$ cat src/rtl/bfpa_pkg.sv
// Package for the best-fit page allocator: sizes, status codes, request kind, config indices, sequencer states.
// No dependencies.
`default_nettype none
package bfpa_pkg;
  localparam int unsigned NumPagesDef  = 1024;
  localparam int unsigned PageBytesDef = 4096;
  localparam int unsigned MaxBlocksDef = 64;

  localparam logic [2:0] StOk       = 3'd0;
  localparam logic [2:0] StInvalid  = 3'd1;
  localparam logic [2:0] StNoFit    = 3'd2;
  localparam logic [2:0] StFull     = 3'd3;
  localparam logic [2:0] StNotFound = 3'd4;

  localparam logic KindAlloc = 1'b0;

  localparam logic CfgEnable = 1'b0;
  localparam logic CfgBase   = 1'b1;

  typedef enum logic [3:0] {
    S_CLEAR, S_IDLE, S_SLOT, S_SCAN, S_MARK, S_FIND, S_UNMARK, S_OUT
  } state_e;
endpackage
`default_nettype wire

$ cat src/rtl/best_fit_page_allocator_top.sv
// Top level of the best-fit page allocator: page bitmap memory, record table and sequencer.
// Depends on bfpa_pkg.
// Sequence: an allocation first searches the records for a free slot, then scans the whole bitmap
// and then marks the chosen pages one by one; a free searches the records and then clears the
// block's pages one by one. Each then holds its result until it is taken; invalid requests, and
// allocations while disabled, go straight to the result. Only one transaction is in flight at a
// time; the bitmap scan sets the pace, and the block is ready again in the cycle after the result leaves.
// After reset a clearing pass zeroes the bitmap before any item is taken.
`default_nettype none
module best_fit_page_allocator_top #(
  parameter int unsigned NUM_PAGES  = bfpa_pkg::NumPagesDef,
  parameter int unsigned PAGE_BYTES = bfpa_pkg::PageBytesDef,
  parameter int unsigned MAX_BLOCKS = bfpa_pkg::MaxBlocksDef
) (
  input  wire logic        clk_i,
  input  wire logic        rst_ni,
  input  wire logic        cfg_we_i,
  input  wire logic        cfg_index_i,
  input  wire logic [31:0] cfg_data_i,
  input  wire logic        s_axis_tvalid,
  output logic             s_axis_tready,
  // tdata: size_bytes [31:0], address [63:32]
  input  wire logic [63:0] s_axis_tdata,
  // tuser: kind
  input  wire logic        s_axis_tuser,
  output logic             m_axis_tvalid,
  input  wire logic        m_axis_tready,
  // tdata: status [2:0], block_address [34:3], block_pages [45:35], block_bytes [68:46], pad
  output logic [71:0]      m_axis_tdata
);
  import bfpa_pkg::*;

  localparam int unsigned PW = $clog2(NUM_PAGES);
  localparam int unsigned CW = $clog2(NUM_PAGES + 1);
  localparam int unsigned BW = (MAX_BLOCKS > 1) ? $clog2(MAX_BLOCKS) : 1;
  localparam int unsigned NW = (CW > BW) ? CW + 1 : BW + 1;
  localparam int unsigned OW = $clog2(PAGE_BYTES);
  localparam logic [32:0] HeapBytes = 33'(64'(NUM_PAGES) * 64'(PAGE_BYTES));

  // Page bitmap memory: one write and one registered read per cycle.
  logic mem_q [NUM_PAGES];
  logic          mem_we, mem_wd, mem_rd_q;
  logic [PW-1:0] mem_wa, mem_ra;
  always_ff @(posedge clk_i) begin
    if (mem_we) mem_q[mem_wa] <= mem_wd;
    mem_rd_q <= mem_q[mem_ra];
  end

  // Records: valid bits reset, payload unreset and read through registers.
  logic [MAX_BLOCKS-1:0] rvalid_q;
  logic [PW-1:0] rfirst_q [MAX_BLOCKS];
  logic [CW-1:0] rpages_q [MAX_BLOCKS];
  logic [22:0]   rbytes_q [MAX_BLOCKS];
  logic [PW-1:0] rfirst_rd_q;
  logic [CW-1:0] rpages_rd_q;
  logic [22:0]   rbytes_rd_q;

  state_e state_q, state_d;
  logic          en_q;
  logic [31:0]   base_q;
  logic [NW-1:0] cnt_q, cnt_d;        // scan position, walks to NUM_PAGES+1
  logic [CW-1:0] run_q, run_d, best_len_q, best_len_d, need_q;
  logic [PW-1:0] best_at_q, best_at_d;
  logic          found_q, found_d;
  logic [BW-1:0] slot_q, slot_d;
  logic          kind_q;
  logic [31:0]   size_q;
  logic [PW:0]   page_q;
  logic [2:0]    ost_q, ost_d;
  logic [31:0]   oaddr_q, oaddr_d;
  logic [CW-1:0] opages_q, opages_d;
  logic [22:0]   obytes_q, obytes_d;
  logic [PW-1:0] k_q, k_d;

  wire [31:0] base_al = {base_q[31:OW], {OW{1'b0}}};
  wire [32:0] offs    = {1'b0, s_axis_tdata[63:32]} - {1'b0, base_al};
  wire        accept  = s_axis_tvalid && s_axis_tready;
  wire [32:0] need_w  = ({1'b0, s_axis_tdata[31:0]} + 33'(PAGE_BYTES - 1)) >> OW;
  wire [BW-1:0] rec_ra   = cnt_q[BW-1:0];
  wire [BW-1:0] find_idx = BW'(cnt_q - 1'b1);

  // Next state and datapath.
  always_comb begin
    state_d = state_q; cnt_d = cnt_q; run_d = run_q; best_len_d = best_len_q;
    best_at_d = best_at_q; found_d = found_q; slot_d = slot_q; k_d = k_q;
    ost_d = ost_q; oaddr_d = oaddr_q; opages_d = opages_q; obytes_d = obytes_q;
    mem_ra = cnt_q[PW-1:0]; mem_we = 1'b0; mem_wa = cnt_q[PW-1:0]; mem_wd = 1'b0;
    unique case (state_q)
      S_CLEAR: begin
        mem_we = 1'b1;
        cnt_d = cnt_q + 1'b1;
        if (cnt_q == NW'(NUM_PAGES - 1)) state_d = S_IDLE;
      end
      S_IDLE: begin
        cnt_d = '0;
        if (accept) begin
          ost_d = StOk; oaddr_d = '0; opages_d = '0; obytes_d = '0;
          if (s_axis_tuser == KindAlloc) begin
            if (s_axis_tdata[31:0] == 32'd0 || {1'b0, s_axis_tdata[31:0]} > HeapBytes) begin
              ost_d = StInvalid; state_d = S_OUT;
            end else if (!en_q) begin
              ost_d = StNoFit; state_d = S_OUT;
            end else state_d = S_SLOT;
          end else begin
            if (s_axis_tdata[63:32] == 32'd0 || offs[32] || offs > HeapBytes) begin
              ost_d = StInvalid; state_d = S_OUT;
            end else state_d = S_FIND;
          end
        end
      end
      S_SLOT: begin
        if (!rvalid_q[cnt_q[BW-1:0]]) begin
          slot_d = cnt_q[BW-1:0]; cnt_d = '0; run_d = '0; found_d = 1'b0;
          best_len_d = CW'(NUM_PAGES); state_d = S_SCAN;
        end else if (cnt_q == NW'(MAX_BLOCKS - 1)) begin
          ost_d = StFull; state_d = S_OUT;
        end else cnt_d = cnt_q + 1'b1;
      end
      S_SCAN: begin
        // cnt_q is the read address; the bit for page cnt_q-1 is in mem_rd_q.
        cnt_d = cnt_q + 1'b1;
        if (cnt_q != '0) begin
          if (cnt_q <= NW'(NUM_PAGES) && !mem_rd_q) run_d = run_q + 1'b1;
          else begin
            if (run_q >= need_q && (!found_q || run_q < best_len_q)) begin
              best_len_d = run_q; found_d = 1'b1;
              best_at_d = PW'(cnt_q - 1'b1 - NW'(run_q));
            end
            run_d = '0;
          end
        end
        if (cnt_q == NW'(NUM_PAGES + 1)) begin
          k_d = '0;
          if (found_d) state_d = S_MARK;
          else begin ost_d = StNoFit; state_d = S_OUT; end
        end
      end
      S_MARK: begin
        mem_we = 1'b1; mem_wd = 1'b1; mem_wa = best_at_q + k_q;
        k_d = k_q + 1'b1;
        if ((CW)'(k_q) + 1'b1 == need_q) begin
          oaddr_d = base_al + (32'(best_at_q) << OW);
          opages_d = need_q; obytes_d = size_q[22:0]; state_d = S_OUT;
        end
      end
      S_FIND: begin
        // cnt_q is the record read address; the record of slot cnt_q-1 sits in the
        // registered read data, so the search runs one step behind the address.
        cnt_d = cnt_q + 1'b1;
        if (cnt_q != '0) begin
          if (rvalid_q[find_idx] && page_q >= (PW+1)'(rfirst_rd_q)
              && page_q < (PW+1)'(rfirst_rd_q) + (PW+1)'(rpages_rd_q)) begin
            slot_d = find_idx; k_d = '0; best_at_d = rfirst_rd_q;
            oaddr_d = base_al + (32'(rfirst_rd_q) << OW);
            opages_d = rpages_rd_q; obytes_d = rbytes_rd_q;
            state_d = S_UNMARK;
          end else if (cnt_q == NW'(MAX_BLOCKS)) begin
            ost_d = StNotFound; state_d = S_OUT;
          end
        end
      end
      S_UNMARK: begin
        // The freed block's first page is held in best_at_q and its length in opages_q.
        mem_we = 1'b1; mem_wa = best_at_q + k_q;
        k_d = k_q + 1'b1;
        if ((CW)'(k_q) + 1'b1 == opages_q) state_d = S_OUT;
      end
      S_OUT: if (m_axis_tready) state_d = S_IDLE;
      default: state_d = S_IDLE;
    endcase
  end

  // Outputs.
  always_comb begin
    s_axis_tready = (state_q == S_IDLE);
    m_axis_tvalid = (state_q == S_OUT);
    m_axis_tdata  = {3'b000, obytes_q, 11'(opages_q), oaddr_q, ost_q};
  end

  always_ff @(posedge clk_i or negedge rst_ni) begin
    if (!rst_ni) begin
      state_q <= S_CLEAR; cnt_q <= '0; rvalid_q <= '0;
      en_q <= 1'b1; base_q <= 32'h8000_0000;
    end else begin
      state_q <= state_d; cnt_q <= cnt_d;
      if (cfg_we_i && cfg_index_i == CfgEnable) en_q <= cfg_data_i[0];
      if (cfg_we_i && cfg_index_i == CfgBase) base_q <= cfg_data_i;
      if (state_q == S_MARK && state_d == S_OUT) rvalid_q[slot_q] <= 1'b1;
      if (state_q == S_UNMARK && state_d == S_OUT) rvalid_q[slot_q] <= 1'b0;
    end
  end

  always_ff @(posedge clk_i) begin
    run_q <= run_d; best_len_q <= best_len_d; best_at_q <= best_at_d;
    found_q <= found_d; slot_q <= slot_d; k_q <= k_d;
    ost_q <= ost_d; oaddr_q <= oaddr_d; opages_q <= opages_d; obytes_q <= obytes_d;
    if (accept) begin
      kind_q <= s_axis_tuser; size_q <= s_axis_tdata[31:0];
      need_q <= CW'(need_w); page_q <= (PW+1)'(offs >> OW);
    end
    if (state_q == S_MARK && state_d == S_OUT) begin
      rfirst_q[slot_q] <= best_at_q; rpages_q[slot_q] <= need_q;
      rbytes_q[slot_q] <= size_q[22:0];
    end
    rfirst_rd_q <= rfirst_q[rec_ra];
    rpages_rd_q <= rpages_q[rec_ra];
    rbytes_rd_q <= rbytes_q[rec_ra];
  end

  // Sequencer checks.
  a_out_ok_pages: assert property (@(posedge clk_i) disable iff (!rst_ni)
    (m_axis_tvalid && m_axis_tdata[2:0] == StOk) |-> m_axis_tdata[45:35] != 11'd0)
    else $error("ok result with zero pages");
  a_fail_zero: assert property (@(posedge clk_i) disable iff (!rst_ni)
    (m_axis_tvalid && m_axis_tdata[2:0] != StOk) |-> m_axis_tdata[34:3] == 32'd0)
    else $error("failure with nonzero address");
  a_busy: assert property (@(posedge clk_i) disable iff (!rst_ni)
    accept |=> !s_axis_tready)
    else $error("ready right after accept");
  a_kind_path: assert property (@(posedge clk_i) disable iff (!rst_ni)
    (state_q == S_SCAN) |-> kind_q == KindAlloc)
    else $error("scan on free");
endmodule
`default_nettype wire

$ cat config.mk
export PLATFORM = sky130hd
export DESIGN_NAME = best_fit_page_allocator_top
export DESIGN_NICKNAME = d
export VERILOG_FILES = /design/src/rtl/bfpa_pkg.sv /design/src/rtl/best_fit_page_allocator_top.sv
export SDC_FILE = /design/constraint.sdc
export NUM_CORES = 2
export LEC_CHECK = 0
export BUFFER_PORTS_ARGS = -buffer_cell sky130_fd_sc_hd__clkbuf_2
export CAP_MARGIN = 20
export CORE_UTILIZATION = 45
export CTS_CLUSTER_SIZE = 14
export DETAILED_ROUTE_END_ITERATION = 12
export HOLD_SLACK_MARGIN = 0.05
export SYNTH_ARGS = -nofsm -noshare
export SYNTH_HDL_FRONTEND = slang
export SYNTH_SLANG_ARGS = --single-unit
$ cat constraint.sdc
create_clock -name clk_i -period 20.1 [get_ports clk_i]
set_input_delay 0 -clock clk_i [delete_from_list [all_inputs] [get_ports clk_i]]
set_output_delay 0 -clock clk_i [all_outputs]
set_load 0.05 [all_outputs]
==> reports/results.tsv <==
stage	metric	value	unit
critical_path	worst-path cell chain	buf_4 > buf_4 > buf_4 > buf_4 > mux4_2 > mux4_2 > mux4_2	
floorplanning	Initial Util	45.3	%
timing	worst rel slew slack	9.60	%
critical_path	FF-to-FF Start	cnt_q[0]	
pwr	Cell Int Power	16.4	mW
place	Area after DPL	175000	µm²
synth	EDFF count, synth	3991	
critical_path	Critical Path Most Common Cell	buf_4	
drt	final WL	471000	µm
critical_path	crit path buf inv count	4	
clock_network	Max H-tree Level	5	
timing	max-slew violations	0	
synth	Synthesis Warnings	0	
timing	final worst-path cycle share	31.6	%
cells_and_area	area delta synth->final	13.2	%
drt	Starting DRT DRC Count	12300	
global_route	number of global-route vias before repair	88300	
clock_network	TritonCTS clock tree	built	
synth	Yosys reg bits	4137	
pwr	sequential power share	43.6	%
clock_network	# clock sinks	4137	
floorplanning	core area	370000	µm²
clock_network	CTS root buf	clkbuf_16	
timing	Post-Route Setup TNS	0	ns
floorplanning	DIE WIDTH	612	µm
drt	drt first pass iters	6	
floorplanning	die footprint	375000	µm²
drt	residual DRC count	0	
global_route	pin count of the biggest net entering global routing	280	
place	Final GP Congestion	0.853	
global_route	first-pass GRT wire length	661000	µm
critical_path	Max Fanout on Critical Path	51	
critical_path	critical path depth	7	
cells_and_area	share of post-route cells with drive strength above 1	24.3	%
timing	clock skew	0.0829	ns
cells_and_area	post-route design area	190000	µm²
critical_path	Worst Setup EP	rpages_rd_q[1]	
critical_path	delay-heaviest family, CP	buffers and inverters	
critical_path	CP Capture Type	register	
place	detailed placement HPWL	258000	µm
global_route	GRT Util Overall	24.9	%
critical_path	crit path launch type	register	
floorplanning	Ports	177	
drt	post-DR vias/cell	6.17	
cells_and_area	register area	123000	µm²
synth	sequential share of the synthesized area	73.6	%
status	status	complete, no violations	
synth	Synth Flop Type	edfxtp_1	
critical_path	Crit-path slowest cell	buf_4	
pwr	clock share of power	33.2	%
timing	RSZ-0062 raised after global routing	false	
critical_path	critical path's largest stage delay	0.87	ns
timing	Setup-failing EPs final	0	
critical_path	CP required	20.84	ns
pwr	VDD IR max	0.110	mV
flow_run	MaxCap Viol Count	0	
critical_path	Worst R2R Path Depth	7	
pwr	PwrDens	120	nW/µm²
floorplanning	die height	612	µm
critical_path	capturing point of the worst reg2reg path	rpages_rd_q[1]	
clock_network	Clock Tree Buf Depth	4	
worst_hold_path	Hold Crit Class	input port to asynchronous set/reset pin	
timing	fmax	0.157	GHz
pwr	Lkg Pwr	58.8	nW
synth	post-synthesis async set-or-reset flop share	2.44	%
critical_path	Crit. Startpoint	cnt_q[0]	
clock_network	clk_lat worst skew	1.00	ns
cells_and_area	fill cell count	29400	
clock_network	# resized after CTS	0	
timing	final critical-path required period	6.35	ns
pwr	switching share of power	28.4	%
pwr	Gate power share	23.2	%
critical_path	reg-to-reg setup timing slack	13.75	ns
pwr	NetSw	6.49	mW
clock_network	Clk pin slew, worst setup/hold paths	0.06	ns
synth	Cells after Synth	8634	
drt	WL/cell	32.7	µm
floorplanning	floorplan row count	223	
clock_network	TritonCTS buffer count	424	
synth	Yosys cell types	85	
place	PortBufs	150	
drt	Final ANT Viol Nets	0	
global_route	antenna violations before repair	26	
timing	Least-Margin Pin Slew	1.36	ns
timing	Fin. Hold Viols	0	
synth	area of the mapped netlist	168000	µm²
cells_and_area	area taken by multi-input logic gates	42300	µm²
global_route	gr ovfl total	0	
critical_path	worst path arrival time	7.10	ns
critical_path	Crit Path Category	register to register	
cells_and_area	Layout Nets	9294	
synth	average size of a mapped cell	19.4	µm²
drt	vias	88900	
==> power groups by stage <==
stage | logic (mW) | clock network [mW] | registers (mW)
after floorplan | 3.61 | 0 | 10.3
after global placement | 5.25 | 0 | 10.1
after detailed placement | 5.29 | 0 | 10.1
after CTS | 5.33 | 7.69 | 9.95
after global routing | 5.63 | 8.01 | 9.95
final | 5.30 | 7.60 | 9.95
==> cells in the final DEF, fill, tap and decap left out, drive strengths merged, types with 27 or more instances in the layout <==
cell type	netlist	final
a21oi	93	93
a22o	40	40
a22oi	54	54
a2bb2oi	64	64
buf	228	241
clkbuf	276	678
clkinv	2	210
dfrtp	99	99
dfxtp	45	45
dlygate4sd3	0	119
edfxtp	3991	3991
ha	105	105
inv	105	117
mux2	37	37
mux2i	91	91
mux4	1184	1184
nand2	300	300
nand2b	30	30
nand3	68	68
nor2	1247	1247
nor2b	31	31
nor3	35	35
nor4	27	27
o21ai	59	59
xnor2	74	74
xor2	30	30
==> cell usage after synthesis, types with 9 or more instances <==
library cell	count	area [µm²]
ha_1	105	1310
o21a_1	9	67.6
a31oi_1	22	138
nand3_1	68	340
nand2_1	300	1130
a21oi_1	92	460
dfxtp_1	45	901
nor4_1	27	169
a21o_1	22	165
a22o_1	40	350
nand2b_1	30	188
buf_1	103	387
mux2i_1	91	911
nor2b_1	31	194
buf_2	83	415
edfxtp_1	3991	120000
xnor2_1	74	648
and2_1	16	100
clkbuf_1	276	1040
mux2_2	37	417
a22oi_1	54	405
o211ai_1	17	128
dfrtp_1	99	2480
buf_4	38	285
inv_1	104	390
a221oi_1	14	123
xor2_1	30	263
or3_1	13	81.3
nor2_1	1246	4680
a211oi_1	26	195
o22ai_1	14	87.6
and3_1	18	113
or2_2	11	68.8
a2bb2oi_1	64	561
mux4_2	1184	26700
nand4_1	25	156
nor3_1	34	170
o21ai_0	55	275
o21bai_1	13	97.6
==> state kept, by name, summed over array words and instances (netlist names), 4 cells and up <==
register,count
slot_q,6
page_q,11
obytes_q,23
base_q,20
rfirst_q,640
size_q,23
opages_q,11
rbytes_q,1472
need_q,11
mem_q,1024
state_q,4
best_at_q,10
rvalid_q,64
rpages_rd_q,11
k_q,10
cnt_q,12
rfirst_rd_q,10
rbytes_rd_q,23
run_q,11
rpages_q,704
oaddr_q,20
best_len_q,11
==> worst register-to-register path, cell delays in order (launching register included) <==
cell and delay [ns]:
dfrtp_4 0.73, buf_4 0.87, buf_4 0.91, buf_4 0.97
buf_4 0.84, mux4_2 0.68, mux4_2 0.45, mux4_2 0.64
==> worst min-delay path by stage <==
stage	to	depth (start not counted)
finish	cnt_q[11]	4
global placement	base_q[29]	1
detailed placement	base_q[28]	1
CTS	base_q[22]	4
floorplan	base_q[12]	0
global route	cnt_q[11]	4
==> repair_timing <==
| item | in CTS | in global routing |
|---|---|---|
| buffers inserted | 0 | 0 |
| endpoints found under the setup margin | 0 | 0 |
| endpoints found under the hold margin | 175 | 0 |
| hold buffers | 120 | 0 |
==> layout make-up <==
cell class | count | share of cell area, %
Antenna cell | 7 | 0.00924
Clock buffer | 528 | 5.83
Clock inverter | 251 | 1.18
Inverter | 107 | 0.216
Multi-Input combinational cell | 3901 | 22.3
Sequential cell | 4137 | 65.0
Tap cell | 4950 | 3.27
Timing Repair Buffer | 510 | 2.14
==> per-layer routing <==
layer  share of wire (%)  vias to the layer above  wire length [µm]  GRT usage (%)
met5               0.018                        -                86              0
met4                 3.2                       12             15000           7.57
met3                 9.3                      815             44000           4.69
met2                  47                     4559            222000           39.5
met1                  40                    47700            190000           35.3
li1                    -                    35800                 -              -
==> metrics by stage <==
stage	utilization, %	setup WS [ns]	hold slack, ns	cells	power (mW)
floorplan	-	9.67	-0.296	8649	13.9
global placement	47.3	13.66	-0.0614	13500	15.4
CTS	51.2	13.63	0.0564	14400	23.0
global route	51.3	13.29	0.0795	14400	23.6
finish	51.3	13.75	0.0858	14400	22.8
detailed placement	47.3	13.71	-0.0551	13500	15.4
==> logic make-up after synthesis <==
kind of cell | Yosys count | synth area share [%]
other cells | 1 | 0.00224
xor+xnor | 107 | 0.584
fa+ha+maj | 111 | 0.850
mux | 1312 | 16.7
buf+inv | 611 | 1.53
flops | 4137 | 73.6
compound gates | 512 | 2.20
simple gates | 1843 | 4.52
No activity file was read; power rests on OpenSTA's default activity.
